--- src/hw/rtl/nth_weekday_of_month_defines.svh ---
// ---------------------------------------------------------------------------
// Assertion macros for the nth weekday of month block
// Clocked on clk_i, disabled while rst_ni is low.
// ---------------------------------------------------------------------------
`ifndef NTH_WEEKDAY_OF_MONTH_DEFINES_SVH
`define NTH_WEEKDAY_OF_MONTH_DEFINES_SVH

// same-cycle implication
`define NTWOM_ASSERT_NOW(label, ante, cons) \
  label: assert property (@(posedge clk_i) disable iff (!rst_ni) (ante) |-> (cons)) \
    else $error("assertion failed");

// next-cycle implication
`define NTWOM_ASSERT_NEXT(label, ante, cons) \
  label: assert property (@(posedge clk_i) disable iff (!rst_ni) (ante) |=> (cons)) \
    else $error("assertion failed");

`endif

--- src/hw/rtl/ntwom_pkg.sv ---
`timescale 1ns / 1ps
// ---------------------------------------------------------------------------
// ntwom_pkg
// Types, codes and calendar tables shared by the nth weekday pipeline.
// ---------------------------------------------------------------------------
package ntwom_pkg;

  localparam logic [13:0] YearMax    = 14'd9999;
  localparam logic [3:0]  MonthJan   = 4'd1;
  localparam logic [3:0]  MonthFeb   = 4'd2;
  localparam logic [3:0]  MonthMar   = 4'd3;
  localparam logic [3:0]  MonthDec   = 4'd12;
  localparam logic [2:0]  WeekdayMax = 3'd6;

  // floor(y / 100) = (y * Div100Mul) >> Div100Shift for all 14-bit y
  localparam logic [12:0] Div100Mul   = 13'd5243;
  localparam int unsigned Div100Shift = 19;
  localparam int unsigned ProdW       = 27;

  typedef enum logic [2:0] {
    SelFirst  = 3'd0,
    SelSecond = 3'd1,
    SelThird  = 3'd2,
    SelFourth = 3'd3,
    SelTeenth = 3'd4,
    SelLast   = 3'd5
  } sel_e;

  typedef struct packed {
    logic [13:0] year;
    logic [3:0]  month;
    logic [2:0]  week_selector;
    logic [2:0]  weekday;
  } req_t;

  typedef struct packed {
    logic [4:0] day;
    logic       error;
  } resp_t;

  // after the year stage
  typedef struct packed {
    logic        err;
    logic [3:0]  month;
    logic [2:0]  sel;
    logic [2:0]  wd;
    logic        leap;
    logic [14:0] sum;
  } yr_t;

  // after the weekday stage
  typedef struct packed {
    logic       err;
    logic [2:0] sel;
    logic [2:0] d1;
    logic [4:0] ndays;
  } dow_t;

  // month offset plus one, for the first-of-month weekday sum
  function automatic logic [2:0] month_off1(input logic [3:0] m);
    logic [2:0] r;
    case (m)
      4'd1:    r = 3'd1;
      4'd2:    r = 3'd4;
      4'd3:    r = 3'd3;
      4'd4:    r = 3'd6;
      4'd5:    r = 3'd1;
      4'd6:    r = 3'd4;
      4'd7:    r = 3'd6;
      4'd8:    r = 3'd2;
      4'd9:    r = 3'd5;
      4'd10:   r = 3'd7;
      4'd11:   r = 3'd3;
      4'd12:   r = 3'd5;
      default: r = 3'd0;
    endcase
    return r;
  endfunction

  function automatic logic [4:0] month_len(input logic [3:0] m);
    logic [4:0] r;
    case (m)
      4'd2:                  r = 5'd28;
      4'd4, 4'd6, 4'd9, 4'd11: r = 5'd30;
      default:               r = 5'd31;
    endcase
    return r;
  endfunction

  // 8 = 1 mod 7: fold octal digits, then one compare and subtract
  function automatic logic [2:0] mod7(input logic [14:0] v);
    logic [5:0] s;
    logic [3:0] f;
    s = {3'b0, v[2:0]} + {3'b0, v[5:3]} + {3'b0, v[8:6]}
      + {3'b0, v[11:9]} + {3'b0, v[14:12]};
    f = {1'b0, s[5:3]} + {1'b0, s[2:0]};
    if (f >= 4'd7) begin
      f = f - 4'd7;
    end
    return f[2:0];
  endfunction

endpackage

--- src/hw/rtl/ntwom_year.sv ---
`timescale 1ns / 1ps
// ---------------------------------------------------------------------------
// ntwom_year
// Two stages: range check and divide-by-100 product, then the Gregorian
// day-count sum and the leap flag.
// ---------------------------------------------------------------------------
module ntwom_year (
  input  logic               clk_i,
  input  logic               rst_ni,
  input  logic               en_i,
  input  logic               valid_i,
  input  ntwom_pkg::req_t    req_i,
  output logic               valid_o,
  output ntwom_pkg::yr_t     yr_o
);

  logic                          a_valid_q;
  logic                          a_err_d, a_err_q;
  logic [13:0]                   a_yy_d, a_yy_q;
  logic [ntwom_pkg::ProdW-1:0]   a_prod_d, a_prod_q;
  logic [3:0]                    a_month_q;
  logic [2:0]                    a_sel_q, a_wd_q, a_off_q;

  logic [7:0]                    q100;
  logic [13:0]                   r100;
  ntwom_pkg::yr_t                b_d, b_q;
  logic                          b_valid_q;

  always_comb begin
    a_err_d = (req_i.year == 14'd0) || (req_i.year > ntwom_pkg::YearMax)
           || (req_i.month < ntwom_pkg::MonthJan) || (req_i.month > ntwom_pkg::MonthDec)
           || (req_i.week_selector > ntwom_pkg::SelLast)
           || (req_i.weekday > ntwom_pkg::WeekdayMax);
    a_yy_d   = (req_i.month < ntwom_pkg::MonthMar) ? req_i.year - 14'd1 : req_i.year;
    a_prod_d = {13'b0, a_yy_d} * {14'b0, ntwom_pkg::Div100Mul};
  end

  always_ff @(posedge clk_i or negedge rst_ni) begin
    if (!rst_ni) begin
      a_valid_q <= 1'b0;
      b_valid_q <= 1'b0;
    end else if (en_i) begin
      a_valid_q <= valid_i;
      b_valid_q <= a_valid_q;
    end
  end

  always_ff @(posedge clk_i) begin
    if (en_i) begin
      a_err_q   <= a_err_d;
      a_yy_q    <= a_yy_d;
      a_prod_q  <= a_prod_d;
      a_month_q <= req_i.month;
      a_sel_q   <= req_i.week_selector;
      a_wd_q    <= req_i.weekday;
      a_off_q   <= ntwom_pkg::month_off1(req_i.month);
      b_q       <= b_d;
    end
  end

  // leap flag is for yy + 1, only read for February where yy = year - 1
  always_comb begin
    q100       = a_prod_q[ntwom_pkg::ProdW-1:ntwom_pkg::Div100Shift];
    r100       = a_yy_q - 14'({q100, 6'b0} + {q100, 5'b0} + {q100, 2'b0});
    b_d.err    = a_err_q;
    b_d.month  = a_month_q;
    b_d.sel    = a_sel_q;
    b_d.wd     = a_wd_q;
    b_d.leap   = (a_yy_q[1:0] == 2'd3) && ((r100 != 14'd99) || (q100[1:0] == 2'd3));
    b_d.sum    = {1'b0, a_yy_q} + {3'b0, a_yy_q[13:2]} - {7'b0, q100}
               + {9'b0, q100[7:2]} + {12'b0, a_off_q};
  end

  assign valid_o = b_valid_q;
  assign yr_o    = b_q;

endmodule

--- src/hw/rtl/ntwom_dow.sv ---
`timescale 1ns / 1ps
// ---------------------------------------------------------------------------
// ntwom_dow
// Weekday of the first of the month, first matching day and month length.
// ---------------------------------------------------------------------------
module ntwom_dow (
  input  logic              clk_i,
  input  logic              rst_ni,
  input  logic              en_i,
  input  logic              valid_i,
  input  ntwom_pkg::yr_t    yr_i,
  output logic              valid_o,
  output ntwom_pkg::dow_t   dow_o
);

  logic [2:0]      fw;
  logic [3:0]      diff;
  ntwom_pkg::dow_t c_d, c_q;
  logic            c_valid_q;

  always_comb begin
    fw = ntwom_pkg::mod7(yr_i.sum);
    if (yr_i.wd >= fw) begin
      diff = {1'b0, yr_i.wd} - {1'b0, fw};
    end else begin
      diff = {1'b0, yr_i.wd} + 4'd7 - {1'b0, fw};
    end
    c_d.err   = yr_i.err;
    c_d.sel   = yr_i.sel;
    c_d.d1    = 3'(diff + 4'd1);
    c_d.ndays = ntwom_pkg::month_len(yr_i.month)
              + {4'b0, (yr_i.month == ntwom_pkg::MonthFeb) && yr_i.leap};
  end

  always_ff @(posedge clk_i or negedge rst_ni) begin
    if (!rst_ni) begin
      c_valid_q <= 1'b0;
    end else if (en_i) begin
      c_valid_q <= valid_i;
    end
  end

  always_ff @(posedge clk_i) begin
    if (en_i) begin
      c_q <= c_d;
    end
  end

  assign valid_o = c_valid_q;
  assign dow_o   = c_q;

endmodule

--- src/hw/rtl/ntwom_pick.sv ---
`timescale 1ns / 1ps
// ---------------------------------------------------------------------------
// ntwom_pick
// Week selection and the output register.
// ---------------------------------------------------------------------------
`include "nth_weekday_of_month_defines.svh"

module ntwom_pick (
  input  logic              clk_i,
  input  logic              rst_ni,
  input  logic              en_i,
  input  logic              valid_i,
  input  ntwom_pkg::dow_t   dow_i,
  output logic              valid_o,
  output ntwom_pkg::resp_t  resp_o
);

  logic [5:0]       d1w, day;
  ntwom_pkg::resp_t resp_d, resp_q;
  logic             valid_q;

  always_comb begin
    d1w = {3'b0, dow_i.d1};
    case (ntwom_pkg::sel_e'(dow_i.sel))
      ntwom_pkg::SelFirst:  day = d1w;
      ntwom_pkg::SelSecond: day = d1w + 6'd7;
      ntwom_pkg::SelThird:  day = d1w + 6'd14;
      ntwom_pkg::SelFourth: day = d1w + 6'd21;
      ntwom_pkg::SelTeenth: day = (d1w < 6'd6) ? d1w + 6'd14 : d1w + 6'd7;
      ntwom_pkg::SelLast:   day = (d1w + 6'd28 > {1'b0, dow_i.ndays}) ? d1w + 6'd21
                                                                     : d1w + 6'd28;
      default:              day = 6'd0;
    endcase
    resp_d.error = dow_i.err;
    resp_d.day   = dow_i.err ? 5'd0 : day[4:0];
  end

  always_ff @(posedge clk_i or negedge rst_ni) begin
    if (!rst_ni) begin
      valid_q <= 1'b0;
    end else if (en_i) begin
      valid_q <= valid_i;
    end
  end

  always_ff @(posedge clk_i) begin
    if (en_i) begin
      resp_q <= resp_d;
    end
  end

  assign valid_o = valid_q;
  assign resp_o  = resp_q;

  `NTWOM_ASSERT_NEXT(a_teenth_range,
    en_i && valid_i && !dow_i.err && (dow_i.sel == ntwom_pkg::SelTeenth),
    (resp_q.day >= 5'd13) && (resp_q.day <= 5'd19))
  `NTWOM_ASSERT_NEXT(a_last_range,
    en_i && valid_i && !dow_i.err && (dow_i.sel == ntwom_pkg::SelLast),
    (resp_q.day >= 5'd22) && (resp_q.day <= $past(dow_i.ndays)))
  `NTWOM_ASSERT_NOW(a_err_day_zero, valid_q && resp_q.error, resp_q.day == 5'd0)
  `NTWOM_ASSERT_NOW(a_ok_day_nonzero, valid_q && !resp_q.error, resp_q.day != 5'd0)

endmodule

--- src/hw/rtl/nth_weekday_of_month.sv ---
`timescale 1ns / 1ps
// ---------------------------------------------------------------------------
// nth_weekday_of_month
// Day of the month on which the nth (or teenth, or last) given weekday falls.
//
//   channel  handshake                payload
//   in       in_valid_i / in_ready_o  in_req_i   (year, month, selector, weekday)
//   out      out_valid_o / out_ready_i out_resp_o (day, error)
//
// One item per cycle while the output side does not stall; four register
// stages: year check, year sum, weekday and output.
// Reset clears the stage valid bits only.
// A stall on the output freezes every stage together; in_ready_o drops with it.
// ---------------------------------------------------------------------------
module nth_weekday_of_month (
  input  logic              clk_i,
  input  logic              rst_ni,
  input  logic              in_valid_i,
  output logic              in_ready_o,
  input  ntwom_pkg::req_t   in_req_i,
  output logic              out_valid_o,
  input  logic              out_ready_i,
  output ntwom_pkg::resp_t  out_resp_o
);

  logic            en;
  logic            yr_valid, dow_valid;
  ntwom_pkg::yr_t  yr;
  ntwom_pkg::dow_t dow;

  assign en         = !out_valid_o || out_ready_i;
  assign in_ready_o = en;

  ntwom_year u_year (
    .clk_i   (clk_i),
    .rst_ni  (rst_ni),
    .en_i    (en),
    .valid_i (in_valid_i),
    .req_i   (in_req_i),
    .valid_o (yr_valid),
    .yr_o    (yr)
  );

  ntwom_dow u_dow (
    .clk_i   (clk_i),
    .rst_ni  (rst_ni),
    .en_i    (en),
    .valid_i (yr_valid),
    .yr_i    (yr),
    .valid_o (dow_valid),
    .dow_o   (dow)
  );

  ntwom_pick u_pick (
    .clk_i   (clk_i),
    .rst_ni  (rst_ni),
    .en_i    (en),
    .valid_i (dow_valid),
    .dow_i   (dow),
    .valid_o (out_valid_o),
    .resp_o  (out_resp_o)
  );

endmodule
--- config.mk ---
export PLATFORM = sky130hd
export DESIGN_NAME = nth_weekday_of_month
export DESIGN_NICKNAME = d
export VERILOG_FILES = /design/src/hw/rtl/ntwom_pkg.sv /design/src/hw/rtl/ntwom_year.sv /design/src/hw/rtl/ntwom_dow.sv /design/src/hw/rtl/ntwom_pick.sv /design/src/hw/rtl/nth_weekday_of_month.sv
export VERILOG_INCLUDE_DIRS = /design/src /design/src/hw/rtl
export SDC_FILE = /design/constraint.sdc
export NUM_CORES = 1
export LEC_CHECK = 0
export BUFFER_PORTS_ARGS = -buffer_cell sky130_fd_sc_hd__clkbuf_2
export CAP_MARGIN = 20
export CELL_PAD_IN_SITES_DETAIL_PLACEMENT = 0
export CELL_PAD_IN_SITES_GLOBAL_PLACEMENT = 1
export CORE_MARGIN = 4
export CORE_UTILIZATION = 40
export CTS_BUF_LIST = sky130_fd_sc_hd__clkbuf_4
export DETAILED_ROUTE_END_ITERATION = 8
export PLACE_DENSITY_LB_ADDON = 0.1
export RECOVER_POWER = 25
export SYNTH_ARGS = -nofsm -noshare
export SYNTH_HDL_FRONTEND = slang
export SYNTH_SLANG_ARGS = --single-unit
--- constraint.sdc ---
create_clock -name clk_i -period 6.6 [get_ports clk_i]
set_input_delay 0.33 -clock clk_i [delete_from_list [all_inputs] [get_ports clk_i]]
set_output_delay 0.33 -clock clk_i [all_outputs]
set_load 0.05 [all_outputs]
==> flow_summary.yaml <==
routing:
  num_vias: 6335
  viasPerCell: 4.73
  detail_route.iter0.violations: 195
  wl_per_cell_um: 14.9
  final_antenna_net_count: 0
  wirelength_um: 20000
  drcViolationCount: 0
  dr.pass1.iters: 4
worst_setup_path:
  slowest_stage: "fa_1"
  end_kind: "flop"
  timing.critical_path.from: "in_req_i[6]"
  critPathArrivalTime_ns: 6.51
  worstSetupPathType: "in -> reg"
  max_stage_delay_ns: 0.54
  path_buf_inv: 7
  cp.depth: 27
  reg2reg_to: "u_dow.dow_o[7]"
  cp_max_fo: 5
  cp_top_family: "adder cells"
  critPathRequiredTime_ns: 6.82
  reg2regPathDepth: 23
  critPathLaunchType: "primary input"
  r2r_start: "u_year.yr_o[0]"
  cp-endpoint: "u_year.a_prod_q[24]"
  rrSetupSlack_ns: 0.49
timing:
  fin_crit_sh_pct: 95.2
  fmax_mhz: 159
  maxSlewViolCount: 58
  grt_setup_unrepaired: "no"
  hold_violations: 0
  tns_ns: 0
  setup_violations: 0
  slew_headroom_pct: -74.2
  period_needed_ns: 6.29
  skew_ns: 0.0241
  tightest_slew_ns: 2.61
synth:
  synth_ff_type: "edfxtp_1"
  synthDistinctLibCells: 67
  yosys-top-cells-count: "inv_1 (227), ha_1 (185), fa_1 (97)"
  synthesis.area_um2: 9720
  ys_top_cells_by_area: "edfxtp_1 (24%), ha_1 (24%), fa_1 (20%), inv_1 (8.8%), xnor2_1 (2.8%)"
  syn_inst: 914
  synth_top_area_share_pct: 24.4
  synth_edf_count: 79
  seq_area_frac_synth_pct: 25.4
  yosys_warnings: 0
  syn_avg_cell_area_um2: 10.6
  synth_seq_cells: 83
  syn_nets: 1224
  synthArstFlopShare_pct: 4.82
  yosysMostFrequentCell: "inv_1"
  synth_top_cell_by_area: "edfxtp_1"
cts:
  clk_path_buf_depth: 2
  clock_latency_ns: 0.47
  clk_pin_slew_worst_paths_ns: 0.14
  cts_buffers: 9
  cts_root_buffer: "clkbuf_4"
  h-tree-depth: 3
  cts_tree: "done"
  postCtsSetupRepairBufs: 0
  clkSinkCount: 83
status:
  violations: "max-capacitance violations, max-slew violations"
  run_status: "finished with violations"
floorplanning:
  core_area_um2: 23700
  start_util_pct: 41.0
  die_width_um: 164
  die_area_um2: 26900
  io_pins: 36
  fp-row-count: 56
  die_h_um: 164
global_route:
  grt_pass1_wl_um: 34100
  grt_max_degree: 58
  grt_usage_pct: 16.2
  grt_overflow: 0
  grt_pass1_vias: 6735
  antenna_found_initial: 1
placed_design:
  dp_hpwl_um: 17600
  io_buffers: 35
  gp_congestion: 0.889
worst_hold_path:
  min_path_type: "in -> reg"
job:
  cap_violations: 1
layout:
  final_nets: 1325
  drive_above_1_share_pct: 11.7
  synthToLayoutAreaGrowth_pct: 12.1
==> per-layer routing <==
metal	GRT usage, %	part of all wire [%]	vias to the layer above	routed length [um]
li1	-	-	3260	-
met1	21.1	44	2977	8900
met2	28.2	51	70	10200
met3	1.56	2.1	28	425
met4	5.41	2.4	0	478
met5	0	0	-	0
==> cell type report <==
| type | count | area (um2) |
|---|---|---|
| tap | 319 | 399 |
| clock inverter | 7 | 100 |
| inverter | 229 | 860 |
| antenna | 1 | 2.50 |
| timing repair buffer | 93 | 581 |
| sequential | 83 | 2470 |
| clock buffer | 9 | 67.6 |
| fill | 2337 | 12800 |
| multi-input combinational | 599 | 6410 |
==> cell usage in the layout (no fill, tap or decap), drive strengths merged, types with 5 or more instances in the layout <==
cell type | Yosys | final
a21o | 19 | 19
a21oi | 35 | 35
a31oi | 7 | 7
buf | 1 | 49
clkbuf | 2 | 51
edfxtp | 79 | 79
fa | 97 | 97
ha | 185 | 185
inv | 229 | 231
mux2 | 6 | 6
nand2 | 33 | 33
nand2b | 8 | 8
nand3 | 12 | 12
nor2 | 31 | 31
nor2b | 5 | 5
nor3 | 7 | 7
o211ai | 6 | 6
o21a | 10 | 10
o21ai | 20 | 20
xnor2 | 32 | 32
xor2 | 18 | 18
==> worst reg2reg max path, cell delays in order (launching register included) <==
cell      delay [ns]
edfxtp_1        0.42
ha_1            0.24
fa_1            0.38
xor2_1          0.20
fa_1            0.49
inv_1           0.05
fa_1            0.56
inv_1           0.06
ha_1            0.28
a21o_1          0.19
a21oi_1         0.17
xnor2_1         0.20
fa_1            0.49
ha_1            0.23
a21oi_1         0.23
mux2_2          0.39
inv_1           0.10
ha_1            0.23
a21o_1          0.16
a21o_1          0.22
xor2_1          0.17
ha_1            0.21
xnor2_1         0.13
xnor2_1         0.13
==> kinds of logic (layout without fill, tap and decap cells) <==
| family | count (synthesis) | count (layout) | share of synthesized area [%] |
|---|---|---|---|
| flip-flops | 83 | 83 | 25.4 |
| other | 1 | 2 | 0.0386 |
| adder cells (fa/ha/maj) | 282 | 282 | 43.8 |
| AND/OR/NAND/NOR | 116 | 116 | 5.99 |
| AO/OA/AOI/OAI | 142 | 142 | 10.1 |
| buffers and inverters | 232 | 338 | 9.04 |
| XOR/XNOR | 50 | 50 | 4.58 |
| multiplexers | 8 | 8 | 1.03 |
==> worst min-delay path by stage <==
stage                     start           endpoint  depth (start not counted)
finish               in_valid_i   u_year.a_valid_q                          2
global route         in_valid_i   u_year.a_valid_q                          2
CTS                 in_req_i[4]  u_year.a_sel_q[1]                          1
detailed placement       rst_ni     u_pick.valid_o                          1
global placement         rst_ni     u_pick.valid_o                          1
floorplan                rst_ni      u_dow.valid_o                          0
==> through the flow <==
step	worst slack (ns)	area (um2)	hold slack (ns)	cells	utilization, %
finish	0.314	10900	0.0822	1340	46.0
global route	0.0253	10900	0.0502	1340	46.0
CTS	0.103	10900	0.0162	1339	46.0
detailed placement	-0.430	10700	0.141	1321	45.2
global placement	-0.337	10700	0.140	1321	45.2
floorplan	0.111	9720	0.0344	914	-
==> state kept, by name (all words and copies together) (netlist names), 3 cells and up <==
| register | cells |
|---|---|
| u_year.a_off_q | 3 |
| u_year.a_sel_q | 3 |
| u_year.a_yy_q | 13 |
| u_pick.resp_o | 6 |
| u_year.yr_o | 27 |
| u_year.a_wd_q | 3 |
| u_year.a_month_q | 4 |
| u_dow.dow_o | 10 |
| u_year.a_prod_q | 9 |
==> repair_timing <==
action,in CTS,in global routing
endpoints found under the hold margin,5,0
hold buffers,2,0
endpoints found under the setup margin,0,7
resized for setup,0,5
Power is left out: the tool's default activity adds up to more than one toggle a clock period on the data nets, which glitch-free logic cannot reach.
